$ cat src/hdl/rss_pkg.sv
// Shared types, codes and key helpers for the record stack with search.
`default_nettype none

package rss_pkg;

  localparam int unsigned RSS_STACK_DEPTH = 64;
  localparam int unsigned RSS_KEY_CHARS   = 8;

  localparam int unsigned KEY_W    = 64;
  localparam int unsigned NAME_W   = 64;
  localparam int unsigned AGE_W    = 7;
  localparam int unsigned SALARY_W = 32;
  localparam int unsigned POS_W    = 7;
  localparam int unsigned CNT_W    = 7;
  localparam int unsigned CMD_W    = 3;
  localparam int unsigned STAT_W   = 3;

  localparam int unsigned S_TDATA_W = 176;
  localparam int unsigned M_TDATA_W = 176;

  typedef enum logic [CMD_W-1:0] {
    CMD_PUSH      = 3'd0,
    CMD_POP       = 3'd1,
    CMD_READ      = 3'd2,
    CMD_OVERWRITE = 3'd3,
    CMD_SEARCH    = 3'd4
  } rss_cmd_e;

  typedef enum logic [STAT_W-1:0] {
    STAT_OK       = 3'd0,
    STAT_EMPTY    = 3'd1,
    STAT_BADPOS   = 3'd2,
    STAT_NOTFOUND = 3'd3,
    STAT_FULL     = 3'd4
  } rss_status_e;

  typedef struct packed {
    logic [SALARY_W-1:0] salary;
    logic [AGE_W-1:0]    age;
    logic [NAME_W-1:0]   name;
    logic [KEY_W-1:0]    key;
  } rss_record_t;

  typedef struct packed {
    logic [STAT_W-1:0] status;
    rss_record_t       rec;
    logic [CNT_W-1:0]  count;
    logic              empty;
  } rss_result_t;

  function automatic logic [KEY_W-1:0] key_mask(input int unsigned kc);
    logic [KEY_W-1:0] m;
    m = '0;
    for (int i = 0; i < 8; i++) begin
      if (i < kc) begin
        m[8*i +: 8] = 8'hFF;
      end
    end
    return m;
  endfunction

  function automatic logic keys_equal(input logic [KEY_W-1:0] a, input logic [KEY_W-1:0] b,
                                      input int unsigned kc);
    logic eq;
    logic stop;
    eq   = 1'b1;
    stop = 1'b0;
    for (int i = 0; i < 8; i++) begin
      if (i < kc && !stop) begin
        if (a[8*i +: 8] != b[8*i +: 8]) begin
          eq   = 1'b0;
          stop = 1'b1;
        end else if (a[8*i +: 8] == 8'h00) begin
          stop = 1'b1;
        end
      end
    end
    return eq;
  endfunction

endpackage

`default_nettype wire

$ cat src/hdl/rss_ctrl.sv
// Command sequencer: entry count, memory accesses and the top-down key search.
`default_nettype none

module rss_ctrl
  import rss_pkg::*;
#(
  parameter int unsigned Depth    = RSS_STACK_DEPTH,
  parameter int unsigned KeyChars = RSS_KEY_CHARS,
  localparam int unsigned AW      = $clog2(Depth),
  localparam int unsigned CW      = $clog2(Depth + 1),
  localparam int unsigned XW      = (CW > POS_W) ? CW : POS_W
) (
  input  wire logic          clk_i,
  input  wire logic          rst_ni,
  input  wire logic          req_valid_i,
  output logic               req_ready_o,
  input  wire logic [CMD_W-1:0] req_cmd_i,
  input  wire logic [POS_W-1:0] req_pos_i,
  input  wire rss_record_t   req_rec_i,
  output logic               mem_wr_en_o,
  output logic [AW-1:0]      mem_wr_addr_o,
  output rss_record_t        mem_wr_data_o,
  output logic               mem_rd_en_o,
  output logic [AW-1:0]      mem_rd_addr_o,
  input  wire rss_record_t   mem_rd_data_i,
  output logic               res_valid_o,
  input  wire logic          res_ready_i,
  output rss_result_t        res_o
);

  typedef enum logic [1:0] {
    ST_IDLE,
    ST_READ,
    ST_SEARCH,
    ST_RESP
  } state_e;

  state_e          state_q, state_d;
  logic [CW-1:0]   count_q, count_d;
  logic [AW-1:0]   ptr_q;
  logic            issued_all_q;
  logic            pend_q;
  logic            pend_last_q;
  logic [KEY_W-1:0] want_q;
  rss_result_t     res_q;
  logic [STAT_W-1:0] acc_status;

  logic [XW-1:0] cnt_x, pos_x, cnt_nx;
  logic          pos_ok, full, is_empty, accept, hit;
  logic [AW-1:0] pos_slot, top_slot;
  logic [KEY_W-1:0] kmask;

  assign kmask    = key_mask(KeyChars);
  assign cnt_x    = XW'(count_q);
  assign pos_x    = XW'(req_pos_i);
  assign pos_ok   = (pos_x != '0) && (pos_x <= cnt_x);
  assign full     = cnt_x >= XW'(Depth);
  assign is_empty = count_q == '0;
  assign pos_slot = AW'(cnt_x - pos_x);
  assign top_slot = AW'(cnt_x - XW'(1));
  assign accept   = req_valid_i && (state_q == ST_IDLE);
  assign hit      = keys_equal(want_q, mem_rd_data_i.key, KeyChars);

  assign req_ready_o = state_q == ST_IDLE;
  assign res_valid_o = state_q == ST_RESP;
  assign res_o       = res_q;

  assign mem_wr_data_o.key    = req_rec_i.key & kmask;
  assign mem_wr_data_o.name   = req_rec_i.name;
  assign mem_wr_data_o.age    = req_rec_i.age;
  assign mem_wr_data_o.salary = req_rec_i.salary;

  always_comb begin
    mem_wr_en_o   = 1'b0;
    mem_wr_addr_o = AW'(count_q);
    mem_rd_en_o   = 1'b0;
    mem_rd_addr_o = top_slot;
    count_d       = count_q;
    acc_status    = STAT_OK;
    state_d       = ST_RESP;
    if (state_q == ST_SEARCH) begin
      mem_rd_addr_o = ptr_q;
      mem_rd_en_o   = !issued_all_q && !(pend_q && (hit || pend_last_q));
    end else if (accept) begin
      case (req_cmd_i)
        CMD_PUSH: begin
          if (full) begin
            acc_status = STAT_FULL;
          end else begin
            mem_wr_en_o = 1'b1;
            count_d     = count_q + CW'(1);
          end
        end
        CMD_POP: begin
          if (is_empty) begin
            acc_status = STAT_EMPTY;
          end else begin
            mem_rd_en_o = 1'b1;
            count_d     = count_q - CW'(1);
            state_d     = ST_READ;
          end
        end
        CMD_READ: begin
          mem_rd_addr_o = pos_slot;
          if (!pos_ok) begin
            acc_status = STAT_BADPOS;
          end else begin
            mem_rd_en_o = 1'b1;
            state_d     = ST_READ;
          end
        end
        CMD_OVERWRITE: begin
          mem_wr_addr_o = pos_slot;
          if (!pos_ok) begin
            acc_status = STAT_BADPOS;
          end else begin
            mem_wr_en_o = 1'b1;
          end
        end
        CMD_SEARCH: begin
          if (is_empty) begin
            acc_status = STAT_EMPTY;
          end else begin
            acc_status  = STAT_NOTFOUND;
            mem_rd_en_o = 1'b1;
            state_d     = ST_SEARCH;
          end
        end
        default: begin
          acc_status = STAT_OK;
        end
      endcase
    end
  end

  assign cnt_nx = XW'(count_d);

  always_ff @(posedge clk_i or negedge rst_ni) begin
    if (!rst_ni) begin
      state_q      <= ST_IDLE;
      count_q      <= '0;
      ptr_q        <= '0;
      issued_all_q <= 1'b0;
      pend_q       <= 1'b0;
      pend_last_q  <= 1'b0;
      want_q       <= '0;
      res_q        <= '0;
    end else begin
      case (state_q)
        ST_IDLE: begin
          if (accept) begin
            state_q      <= state_d;
            count_q      <= count_d;
            res_q.status <= acc_status;
            res_q.rec    <= '0;
            res_q.count  <= cnt_nx[CNT_W-1:0];
            res_q.empty  <= count_d == '0;
            want_q       <= req_rec_i.key & kmask;
            ptr_q        <= top_slot - AW'(1);
            issued_all_q <= top_slot == '0;
            pend_q       <= 1'b1;
            pend_last_q  <= top_slot == '0;
          end
        end
        ST_READ: begin
          res_q.rec <= mem_rd_data_i;
          state_q   <= ST_RESP;
        end
        ST_SEARCH: begin
          if (pend_q && hit) begin
            res_q.rec    <= mem_rd_data_i;
            res_q.status <= STAT_OK;
            state_q      <= ST_RESP;
          end else if (pend_q && pend_last_q) begin
            state_q <= ST_RESP;
          end else begin
            pend_q      <= mem_rd_en_o;
            pend_last_q <= ptr_q == '0;
            if (mem_rd_en_o) begin
              ptr_q        <= ptr_q - AW'(1);
              issued_all_q <= ptr_q == '0;
            end
          end
        end
        ST_RESP: begin
          if (res_ready_i) begin
            state_q <= ST_IDLE;
          end
        end
        default: begin
          state_q <= ST_IDLE;
        end
      endcase
    end
  end

endmodule

`default_nettype wire

$ cat config.mk
export PLATFORM = sky130hd
export DESIGN_NAME = rss_ctrl
export DESIGN_NICKNAME = d
export VERILOG_FILES = /design/src/hdl/rss_pkg.sv /design/src/hdl/rss_ctrl.sv
export SDC_FILE = /design/constraint.sdc
export NUM_CORES = 1
export LEC_CHECK = 0
export BUFFER_PORTS_ARGS = -buffer_cell sky130_fd_sc_hd__buf_2
export CAP_MARGIN = 20
export CORE_AREA = 2 2 273 275
export DETAILED_ROUTE_END_ITERATION = 10
export DIE_AREA = 0 0 275 277
export PLACE_DENSITY = 0.45
export SYNTH_ARGS = -nofsm -noshare
export SYNTH_HDL_FRONTEND = slang
export SYNTH_SLANG_ARGS = --single-unit
$ cat constraint.sdc
create_clock -name clk_i -period 3.35 [get_ports clk_i]
set_clock_uncertainty 0.1 [all_clocks]
set_input_delay 0.1675 -clock clk_i [delete_from_list [all_inputs] [get_ports clk_i]]
set_output_delay 0.1675 -clock clk_i [all_outputs]
set_load 0.02 [all_outputs]
; ---- After elaboration in Yosys (flattened, before gate mapping)
; Cells that the tools add are included.
[classes]
magnitude_cmp = 2
eq_ne = 22
n_reduce_logical = 33
addsub = 5
n_mux = 90
[ops]
columns = operator, count
row1 = one-hot mux 167 bit (3 select lines), 1
row2 = two-way mux 178 bit, 1
row3 = two-way mux 170 bit, 1
row4 = inequality test 8 bit, 8
row5 = two-way mux 6 bit, 10
row6 = zero test 8 bit, 7
row7 = two-way mux 1 bit, 53
row8 = two-way mux 7 bit, 4
row9 = two-way mux 2 bit, 8
row10 = zero test 7 bit, 2
row11 = one-hot mux 7 bit (2 select lines), 1
row12 = zero test 6 bit, 2
row13 = one-hot mux 3 bit (4 select lines), 1
row14 = one-hot mux 6 bit (2 select lines), 1
row15 = "subtractor 6 x 1 -> 6 bit, second input constant", 2
row16 = one-hot mux 1 bit (2 select lines), 5
row17 = AND reduction 3 bit, 3
row18 = one-hot mux 2 bit (4 select lines), 1
row19 = "adder 7 x 1 -> 7 bit, second input constant", 1
row20 = ">= comparator 7 bit, second input constant", 1
row21 = <= comparator 7 bit, 1
row22 = nonzero test 7 bit, 1
row23 = "subtractor 7 x 1 -> 7 bit, second input constant", 1
row24 = "== test 3 x 2 -> 1 bit, second input constant", 2
row25 = other kinds (22), 34
[word_totals]
ff_bits = 253
inputBits = 348
word_cells = 165
out_inout_bits = 361

; ---- Depth between registers and ports, before layout
; Gate-level depths: netlist (run 1).
[depth]
ltp_word = 25
depth_mapped = 11
mapped_depth_nobuf = 10

; ---- Worst setup path after synthesis (run 1)
; No wires, ideal clock.
[synth_path]
path_kind = register to register
startpoint = register res_o[4] (netlist name)
endpoint = register res_q (netlist bit res_o[0])
arrival_time_ns = 2.531
required_ns = 3.158
slack_ns = 0.627
path_stages_with_launch = 8
setup_time_ns = 0.092
period_less_slack_ns = 2.723
n_path_buf = 1
path_cell_list = dfrtp_1 buf_6 or4_4 o311ai_4 o21ai_0 a22o_1 or4_4 o31ai_2
[synth_lines]
columns = element, line
row1 = to (decl), rss_ctrl.sv:45  ; rss_result_t res_q;

; ---- Worst setup path after layout (run 1)
[layout_path]
startpoint = register want_q[35]
endpoint = output mem_rd_en_o
[layout_between]
elab_chain_len = 14
word_cells_on_any_way = 20
classes_between = 1 x eq/ne / 14 x mux / 5 x reduce/logical
[layout_lines]
columns = element, line
row1 = from (decl), rss_ctrl.sv:44  ; logic [KEY_W-1:0] want_q;
row2 = from (signal assigned), rss_ctrl.sv:158  ; want_q <= req_rec_i.key & kmask;
row3 = inequality test 8 bit or zero test 8 bit (tied branches), "rss_pkg.sv:70, rss_pkg.sv:73"
row4 = "two-way mux 1 bit, on equally long branches", "rss_pkg.sv:70, rss_pkg.sv:73"
row5 = "two-way mux 1 bit, on equally long branches", "rss_pkg.sv:69, rss_pkg.sv:70"
row6 = "two-way mux 1 bit, on equally long branches", "rss_pkg.sv:70, rss_pkg.sv:69"
row7 = two-way mux 1 bit, rss_pkg.sv:69  ; if (i < kc && !stop) begin
row8 = two-way mux 1 bit, rss_pkg.sv:70  ; if (a[8*i +: 8] != b[8*i +: 8]) begin
row9 = two-way mux 1 bit, rss_pkg.sv:69
row10 = two-way mux 1 bit, rss_pkg.sv:70
row11 = two-way mux 1 bit (*), rss_pkg.sv:69
row12 = logical OR 1 bit (*), rss_ctrl.sv:83  ; mem_rd_en_o = !issued_all_q && !(pend_q && (hit || pend_last_q));
row13 = logical AND 1 bit (*), rss_ctrl.sv:83
row14 = zero test 1 bit (*), rss_ctrl.sv:83
row15 = logical AND 1 bit (*), rss_ctrl.sv:83
row16 = two-way mux 1 bit (*), rss_ctrl.sv:81  ; if (state_q == ST_SEARCH) begin
row17 = to (decl), rss_ctrl.sv:23  ; output logic mem_rd_en_o,
; Mark *: on every way between the ends. The rest lies on a longest branch, timed or not.

==> results.tsv, run 1 <==
stage	metric	value	unit
power	worst vdd ir	0.566	mV
critical_path	Worst R2R Path Depth	9	
sta	final setup fails	0	
placed_design	gpl congestion	0.833	
sta	Max Slew Vio Count	0	
critical_path	startpoint types	flip-flop	
synth	Syn Inst Count	1412	
final_layout	Reg area	6330	um^2
cts	root buffer cell	clkbuf_16	
synth	Syn Area/Cell	9.99	um^2
cts	number of buffers created by CTS	35	
die	Core Area	73600	um^2
synth	Yosys warning count	0	
sta	Hold Fails Final Rpt	0	
sta	achievable clock frequency	0.313	GHz
drt	vias	11900	
synth	Commonest cells post-synth	253 x dfrtp_1, 201 x nand2_1, 191 x inv_1	
drt	DR pass1 iterations	5	
drt	WL per Instance	17.3	um
die	site row count	100	
critical_path	WP data required	3.08	ns
placed_design	port bufs	502	
global_routing	antenna violations before repair	2	
synth	compound-cell area share of the yosys netlist	4.37	%
synth	Primary FF master, synth	dfrtp_1	
final_layout	ratio of cells with drive above 1 in the final layout	33.8	%
cts	Clock Tree Buf Depth	3	
synth	EDFF count, synth	0	
final_layout	area of the multi-input gates	5560	um^2
critical_path	Critical Path Most Common Cell	nand4_1	
sta	Rel. slew slack	54.2	%
synth	largest family of logic cells by synthesized area	multiplexers	
synth	post-synthesis cell type count	57	
synth	post-synth top area share	44.9	%
final_layout	area growth from synthesis to layout	43.4	%
sta	final setup TNS	0	ns
synth	adder and majority gate portion of the synthesized area	1.92	%
critical_path	critical-path cell list	xnor2_1, nand4_1, or3_1, a211o_1, nand4_1, nand2_1, a22o_1, buf_4	
final_layout	fin util	27.5	%
cts	Worst-Skew Late Latency	0.55	ns
cts	CTS HTree Levels	2	
synth	Yosys top cell by area	dfrtp_1	
synth	ys async rst share	100	%
die	Initial Util	19.2	%
cts	# clock sinks	253	
global_routing	GRT Util Overall	13.3	%
power	pwr/cell area	965	nW/um^2
drt	First DRT Iteration DRCs	540	
drt	vias per inst	3.98	
final_layout	Total Nets Final	2368	
synth	Synth Register Bits	253	
synth	mux share of post-synthesis cell area	18.1	%
die	Die W	275	um
placed_design	Placement Setup Slack	0.317	ns
global_routing	vias in the first global route	12700	
global_routing	first-pass GRT wire length	77300	um
synth	Syn Std Cell Area	14100	um^2
min_path	Hold/Removal Path Class	in -> async	
critical_path	R2R setup slack	0.39	ns
critical_path	capture point of the worst reg-to-reg path	res_o[154]	
critical_path	slowest CP cell	or3_1	
sta	Tcrit/Tclk final	95.4	%
critical_path	worst setup path class	reg -> out	
sta	Slew @ Worst Pin	0.686	ns
placed_design	hpwl dp	38400	um
global_routing	largest net degree at the start of global routing	83	
die	die area	76200	um^2
critical_path	Crit path largest cell delay	0.50	ns
critical_path	R2R Path Start	want_q[35]	
sta	Final WS setup	0.154	ns
synth	Post-Synth XOR/XNOR Area	4.78	%
drt	final wirelength	51900	um
job	Max Cap Violations	0	
final_layout	Fillers	7843	
synth	top post-synthesis cells by area	dfrtp_1 45%, mux2i_1 13%, buf_4 8.9%	
global_routing	grt ovf	0	
drt	Routed Antenna Nets	0	
synth	sequential fraction of the synthesis area	44.9	%
die	Top Ports	709	
cts	Reg clk slew, reported paths	0.06	ns
critical_path	endpoint class of the critical path	output port	
run_status	status	completed	
critical_path	WP data arrival	2.93	ns
sta	fin crit period	3.20	ns
power	static leakage	10.1	nW
die	Die H	277	um
power	Overall Power	19.5	mW
critical_path	maximum fanout along the worst path	4	
cts	CTS tree	yes	
synth	syn nets	1781	
drt	DRC	0	
synth	Simple-Gate Fraction of Synth Area	10.0	%
synth	most numerous cell in the Yosys netlist	dfrtp_1	
-- layout by cell type (no fill, tap or decap), types with 3 or more instances in the layout --
cell type	n
o21a_1	4
clkinv_2	6
nand3_1	10
dfrtp_2	3
xnor2_1	75
o22ai_1	3
buf_4	28
or4_4	3
buf_2	500
or3_1	3
clkbuf_8	7
mux2i_1	177
clkinvlp_4	3
buf_12	9
clkbuf_16	36
nor2_1	24
dfrtp_1	250
ha_1	19
a21oi_1	11
o31ai_1	4
nand4_1	23
nor3_1	9
a22o_1	7
mux2_2	69
a31oi_1	7
a21boi_0	4
nor2b_1	5
nor4_1	19
a21o_1	3
dlygate4sd3_1	234
nand2_1	200
clkbuf_1	7
o211ai_1	3
inv_1	189
and3_1	4
o21ai_0	22
-- registers in the layout (all words and copies together) (netlist names) --
register,count
res_o,178
want_q,64
ptr_q,6
state_q,2
issued_all_q,1
pend_last_q,1
pend_q,1
-- layout make-up --
class	instances	share of cell area, %
Multi-Input combinational cell	746	27.5
Tap cell	969	5.99
Clock inverter	14	0.624
Antenna cell	2	0.0247
Inverter	191	3.56
Timing Repair Buffer	772	25.9
Sequential cell	253	31.3
Clock buffer	50	5.06
-- stage by stage --
stage | cells | hold WS (ns) | instance area, um^2
2_1_floorplan | 1412 | -0.228 | 14100
3_3_place_gp | 2695 | 0.0823 | 16700
3_5_place_dp | 2695 | 0.0858 | 16700
4_1_cts | 2993 | 0.0558 | 20200
5_1_grt | 2995 | 0.117 | 20200
6_report | 2997 | 0.0819 | 20200
-- how the worst max path moves through the flow --
stage                     startpoint  slack, ns     endpoint
final                     want_q[35]       0.15  mem_rd_en_o
after global routing        res_o[2]      -0.02  mem_rd_en_o
after CTS                 want_q[61]      0.008  mem_rd_en_o
after detailed placement  want_q[61]       0.32   res_o[108]
after global placement    want_q[61]       0.35   res_o[108]
after floorplan             res_o[4]       0.63     res_o[0]
-- logic make-up after synthesis --
logic type | after synthesis
AOI/OAI and AO/OA | 88
xor gates and xnor gates | 77
adders and majority gates | 21
buffers and inverters | 413
DFF | 253
muxes | 246
and+or+nand+nor | 314
-- what timing repair did --
item | 4_1_cts | 5_1_grt
buffers inserted | 0 | 2
setup endpoints to repair | 1 | 1
gates resized for setup | 1 | 7
hold buffers | 234 | 0
endpoints found under the hold margin | 295 | 0
pin swaps | 0 | 1
-- where the power goes --
part           switching (mW)  internal (mW)
combinational            6.08           4.31
clock                    1.53           2.22
sequential              0.933           4.45
total                    8.54           11.0
-- critical path, delay by kind of cell (launching register included) --
family | cells | cell delay, ns
compound gates | 2 | 0.61
buf+inv | 1 | 0.16
simple gates | 4 | 1.03
flops | 1 | 0.41
xor+xnor | 1 | 0.16
-- per-layer routing --
| metal | global-route usage [%] | wire length (um) | share of wire (%) |
|---|---|---|---|
| met1 | 15.7 | 21200 | 41 |
| met2 | 23.1 | 25600 | 49 |
| met3 | 2.84 | 2970 | 5.7 |
| met4 | 5.34 | 2070 | 4.0 |
| met5 | 0 | 27 | 0.052 |
Note: power is estimated with default switching activity, not from simulation.
==> run 2, diff against run 1 <==
Settings changed: ABC_AREA set to 1, CORE_AREA 2 2 273 275 to 2 2 278 280, DIE_AREA 0 0 275 277 to 0 0 280 282, PLACE_DENSITY 0.45 to 0.43.
==> run 2 against run 1 <==
Against the previous run: die area grew 3.7%; fmax up 2.9%; worst hold slack worse by 0.021 ns; clock power barely moved; combinational power decreased by 14%; power decreased by 8.2%; critical path type unchanged.
==> results.tsv, run 2 <==
stage	metric	value	unit	change
cts	CTS tree	yes		
power	cell-internal power	9.74	mW	-11%
final_layout	Total Nets Final	2584		+9.1%
placed_design	Placement Setup Slack	0.198	ns	-0.119 ns
final_layout	most common cell after layout, fill and taps aside	nand2_1		
synth	sequential fraction of the synthesis area	47.2	%	+2.3 points
power	sequential power share	29.0	%	+1.4 points
sta	Final WS setup	0.243	ns	+0.0888 ns
critical_path	Crit path largest cell delay	0.48	ns	-0.02 ns
job	Max Cap Violations	0		unchanged
cts	number of buffers created by CTS	35		unchanged
synth	top post-synthesis cells by area	dfrtp_1 47%, nand2_1 18%, buf_4 10%		
die	site row count	101		+1.0%
final_layout	Reg area	6330	um^2	about the same
sta	Hold Fails Final Rpt	0		unchanged
drt	M1 WL	21000	um	-0.82%
drt	DR top layer	met5		
cts	root buffer cell	clkbuf_16		
placed_design	gpl congestion	0.844		+1.4%
synth	Yosys top cell by area	dfrtp_1		
synth	Syn Inst Count	1654		+17%
run_status	status	completed		
die	Top Ports	709		unchanged
synth	compound-cell area share of the yosys netlist	9.72	%	+5.3 points
drt	DRC	0		unchanged
drt	met3 wire len	3070	um	+3.2%
placed_design	hpwl dp	36700	um	-4.4%
synth	Syn Area/Cell	8.11	um^2	-19%
global_routing	antenna violations before repair	2		unchanged
drt	final wirelength	50100	um	-3.5%
placed_design	port bufs	502		unchanged
critical_path	CP Launch Point	res_o[3]		
critical_path	Worst R2R Path Depth	17		+8
sta	Slew @ Worst Pin	0.871	ns	+0.185 ns
synth	Commonest cells post-synth	633 x nand2_1, 253 x dfrtp_1, 178 x buf_4		
global_routing	first-pass GRT wire length	74900	um	-3.0%
global_routing	vias in the first global route	13000		+1.9%
final_layout	area growth from synthesis to layout	43.9	%	
drt	First DRT Iteration DRCs	561		+3.9%
cts	CTS HTree Levels	2		unchanged
drt	DR pass1 iterations	5		unchanged
power	switching share of power	45.7	%	+1.9 points
die	Die H	282	um	+1.8%
synth	post-synth top area share	47.2	%	+2.3 points
cts	# clock sinks	253		unchanged
sta	fin crit period	3.11	ns	-0.0888 ns
critical_path	R2R setup slack	0.50	ns	+0.11 ns
synth	largest family of logic cells by synthesized area	simple AND/OR/NAND/NOR gates		
sta	final setup fails	0		unchanged
synth	Simple-Gate Fraction of Synth Area	22.5	%	+12 points
drt	vias	12700		+6.7%
final_layout	area of the multi-input gates	5140	um^2	-7.6%
global_routing	grt ovf	0		unchanged
final_layout	Fillers	8203		+4.6%
sta	RSZ-0062 raised after global routing	no		
power	pwr/cell area	929	nW/um^2	-3.7%
critical_path	critical-path cell list	ha_1, nand2_1, o21ai_0, a21oi_1, nor2_1, nor2_1, xor2_1, o32ai_1, buf_2		
die	die area	79000	um^2	+3.7%
final_layout	ratio of cells with drive above 1 in the final layout	26.4	%	-7.3 points
final_layout	commonest non-fill, non-tap cells in the layout	632 x nand2_1, 501 x buf_2, 252 x dfrtp_1		
synth	ys async rst share	100	%	unchanged
sta	achievable clock frequency	0.322	GHz	+2.9%
drt	WL per Instance	15.6	um	-10%
drt	vias per inst	3.96		-0.49%
critical_path	WP data arrival	2.84	ns	-0.09 ns
synth	Post-Synth XOR/XNOR Area	3.92	%	-0.86 points
die	Initial Util	17.7	%	-1.5 points
power	Comb power frac	50.1	%	-3.1 points
drt	Routed Antenna Nets	0		unchanged
synth	Synth Register Bits	253		unchanged
critical_path	worst setup path class	reg -> out		
cts	Reg clk slew, reported paths	0.05	ns	about the same
critical_path	endpoint class of the critical path	output port		
synth	most numerous cell in the Yosys netlist	nand2_1		
sta	Tcrit/Tclk final	92.8	%	-2.7 points
cts	Clock Tree Buf Depth	3		unchanged
critical_path	maximum fanout along the worst path	10		+6
critical_path	Critical Path Most Common Cell	nor2_1		
critical_path	WP data required	3.08	ns	about the same
synth	EDFF count, synth	0		unchanged
power	clock network fraction of total power	20.9	%	+1.7 points
synth	adder and majority gate portion of the synthesized area	2.01	%	+0.10 points
synth	Yosys warning count	0		unchanged
power	static leakage	9.64	nW	-4.7%
cts	Post-CTS Setup Bufs	0		unchanged
sta	final setup TNS	0	ns	unchanged
synth	post-synthesis cell type count	40		-30%
sta	Max Slew Vio Count	0		unchanged
global_routing	largest net degree at the start of global routing	74		-11%
critical_path	slowest CP cell	dfrtp_2		
cts	Worst-Skew Late Latency	0.53	ns	-0.02 ns
synth	mux share of post-synthesis cell area	0	%	-18 points
die	Core Area	75700	um^2	+2.9%
min_path	Hold/Removal Path Class	in -> reg		
synth	Primary FF master, synth	dfrtp_1		
critical_path	capture point of the worst reg-to-reg path	res_o[133]		
sta	Rel. slew slack	41.9	%	-12 points
drt	Met2 Wirelength	24600	um	-4.1%
final_layout	max FFs per register	178		unchanged
global_routing	GRT Util Overall	12.2	%	-1.1 points
synth	syn nets	2023		+14%
final_layout	n_diodes	0		-2
synth	Syn Std Cell Area	13400	um^2	-4.9%
die	Die W	280	um	+1.8%
critical_path	R2R Path Start	want_q[63]		
power	net switching power figure	8.20	mW	-4.1%
critical_path	startpoint types	flip-flop		
power	worst vdd ir	0.498	mV	-12%
critical_path	Critical Path Sink	mem_rd_addr_o[5]		
-- run 2: layout make-up --
| class | count | share of cell area [%] |
|---|---|---|
| clock buffers | 50 | 5.04 |
| clock inverters | 9 | 0.785 |
| well taps | 978 | 6.34 |
| flip-flops and latches | 253 | 32.8 |
| multi-input cells | 1092 | 26.6 |
| inverters | 69 | 1.35 |
| repair buffers | 764 | 27.0 |
-- run 2: logic make-up after synthesis --
family | after synthesis
AOI/OAI and AO/OA | 247
xor gates and xnor gates | 60
adders and majority gates | 21
buffers and inverters | 309
DFF | 253
and+or+nand+nor | 764
-- run 2: through the flow --
stage	power, mW	cell area, um^2	hold WS, ns	util [%]	std cells
final	17.9	19300	0.0605	25.5	3215
after global routing	19.5	19300	0.0555	25.5	3215
after CTS	18.3	19300	0.0219	25.5	3215
after detailed placement	14.2	15800	0.103	20.9	2921
after global placement	14.1	15800	0.0969	20.9	2921
after floorplan	11.4	13400	-0.228	-	1654
-- run 2: power by group through the flow --
stage	sequential, mW	combinational, mW	clock (mW)
floorplan	6.02	5.37	0
global placement	5.23	8.83	0
detailed placement	5.24	8.95	0
CTS	5.21	9.18	3.90
global route	5.38	10.1	4.02
finish	5.20	8.99	3.74
-- run 2: repair_timing --
action / 4_1_cts / 5_1_grt
endpoints found under the hold margin: 306 / 0
setup endpoints to repair: 0 / 13
hold buffers: 235 / 0
resized for setup: 0 / 3
-- run 2: routing by layer --
metal,GRT usage (%),vias to the layer above
met2,21.1,441
met1,14.6,5981
li1,-,6225
met4,4.13,2
met3,3.01,82
met5,0,-
-- run 2: worst max-delay path, delay by kind of cell, from the launching register on --
kind	cells	cell delay [ns]
compound gates	3	0.77
xor+xnor	1	0.17
fa+ha+maj	1	0.40
buf+inv	1	0.25
flops	1	0.48
simple gates	3	0.26
-- run 2: worst min-delay path by stage --
stage | start | cells past startpoint | slack, ns | end
6_report | req_cmd_i[1] | 5 | 0.06 | res_o[176]
5_1_grt | req_cmd_i[1] | 5 | 0.06 | res_o[176]
4_1_cts | req_cmd_i[1] | 5 | 0.02 | res_o[176]
3_5_place_dp | rst_ni | 1 | 0.10 | res_o[155]
3_3_place_gp | rst_ni | 1 | 0.1 | res_o[149]
2_1_floorplan | rst_ni | 0 | -0.23 | issued_all_q
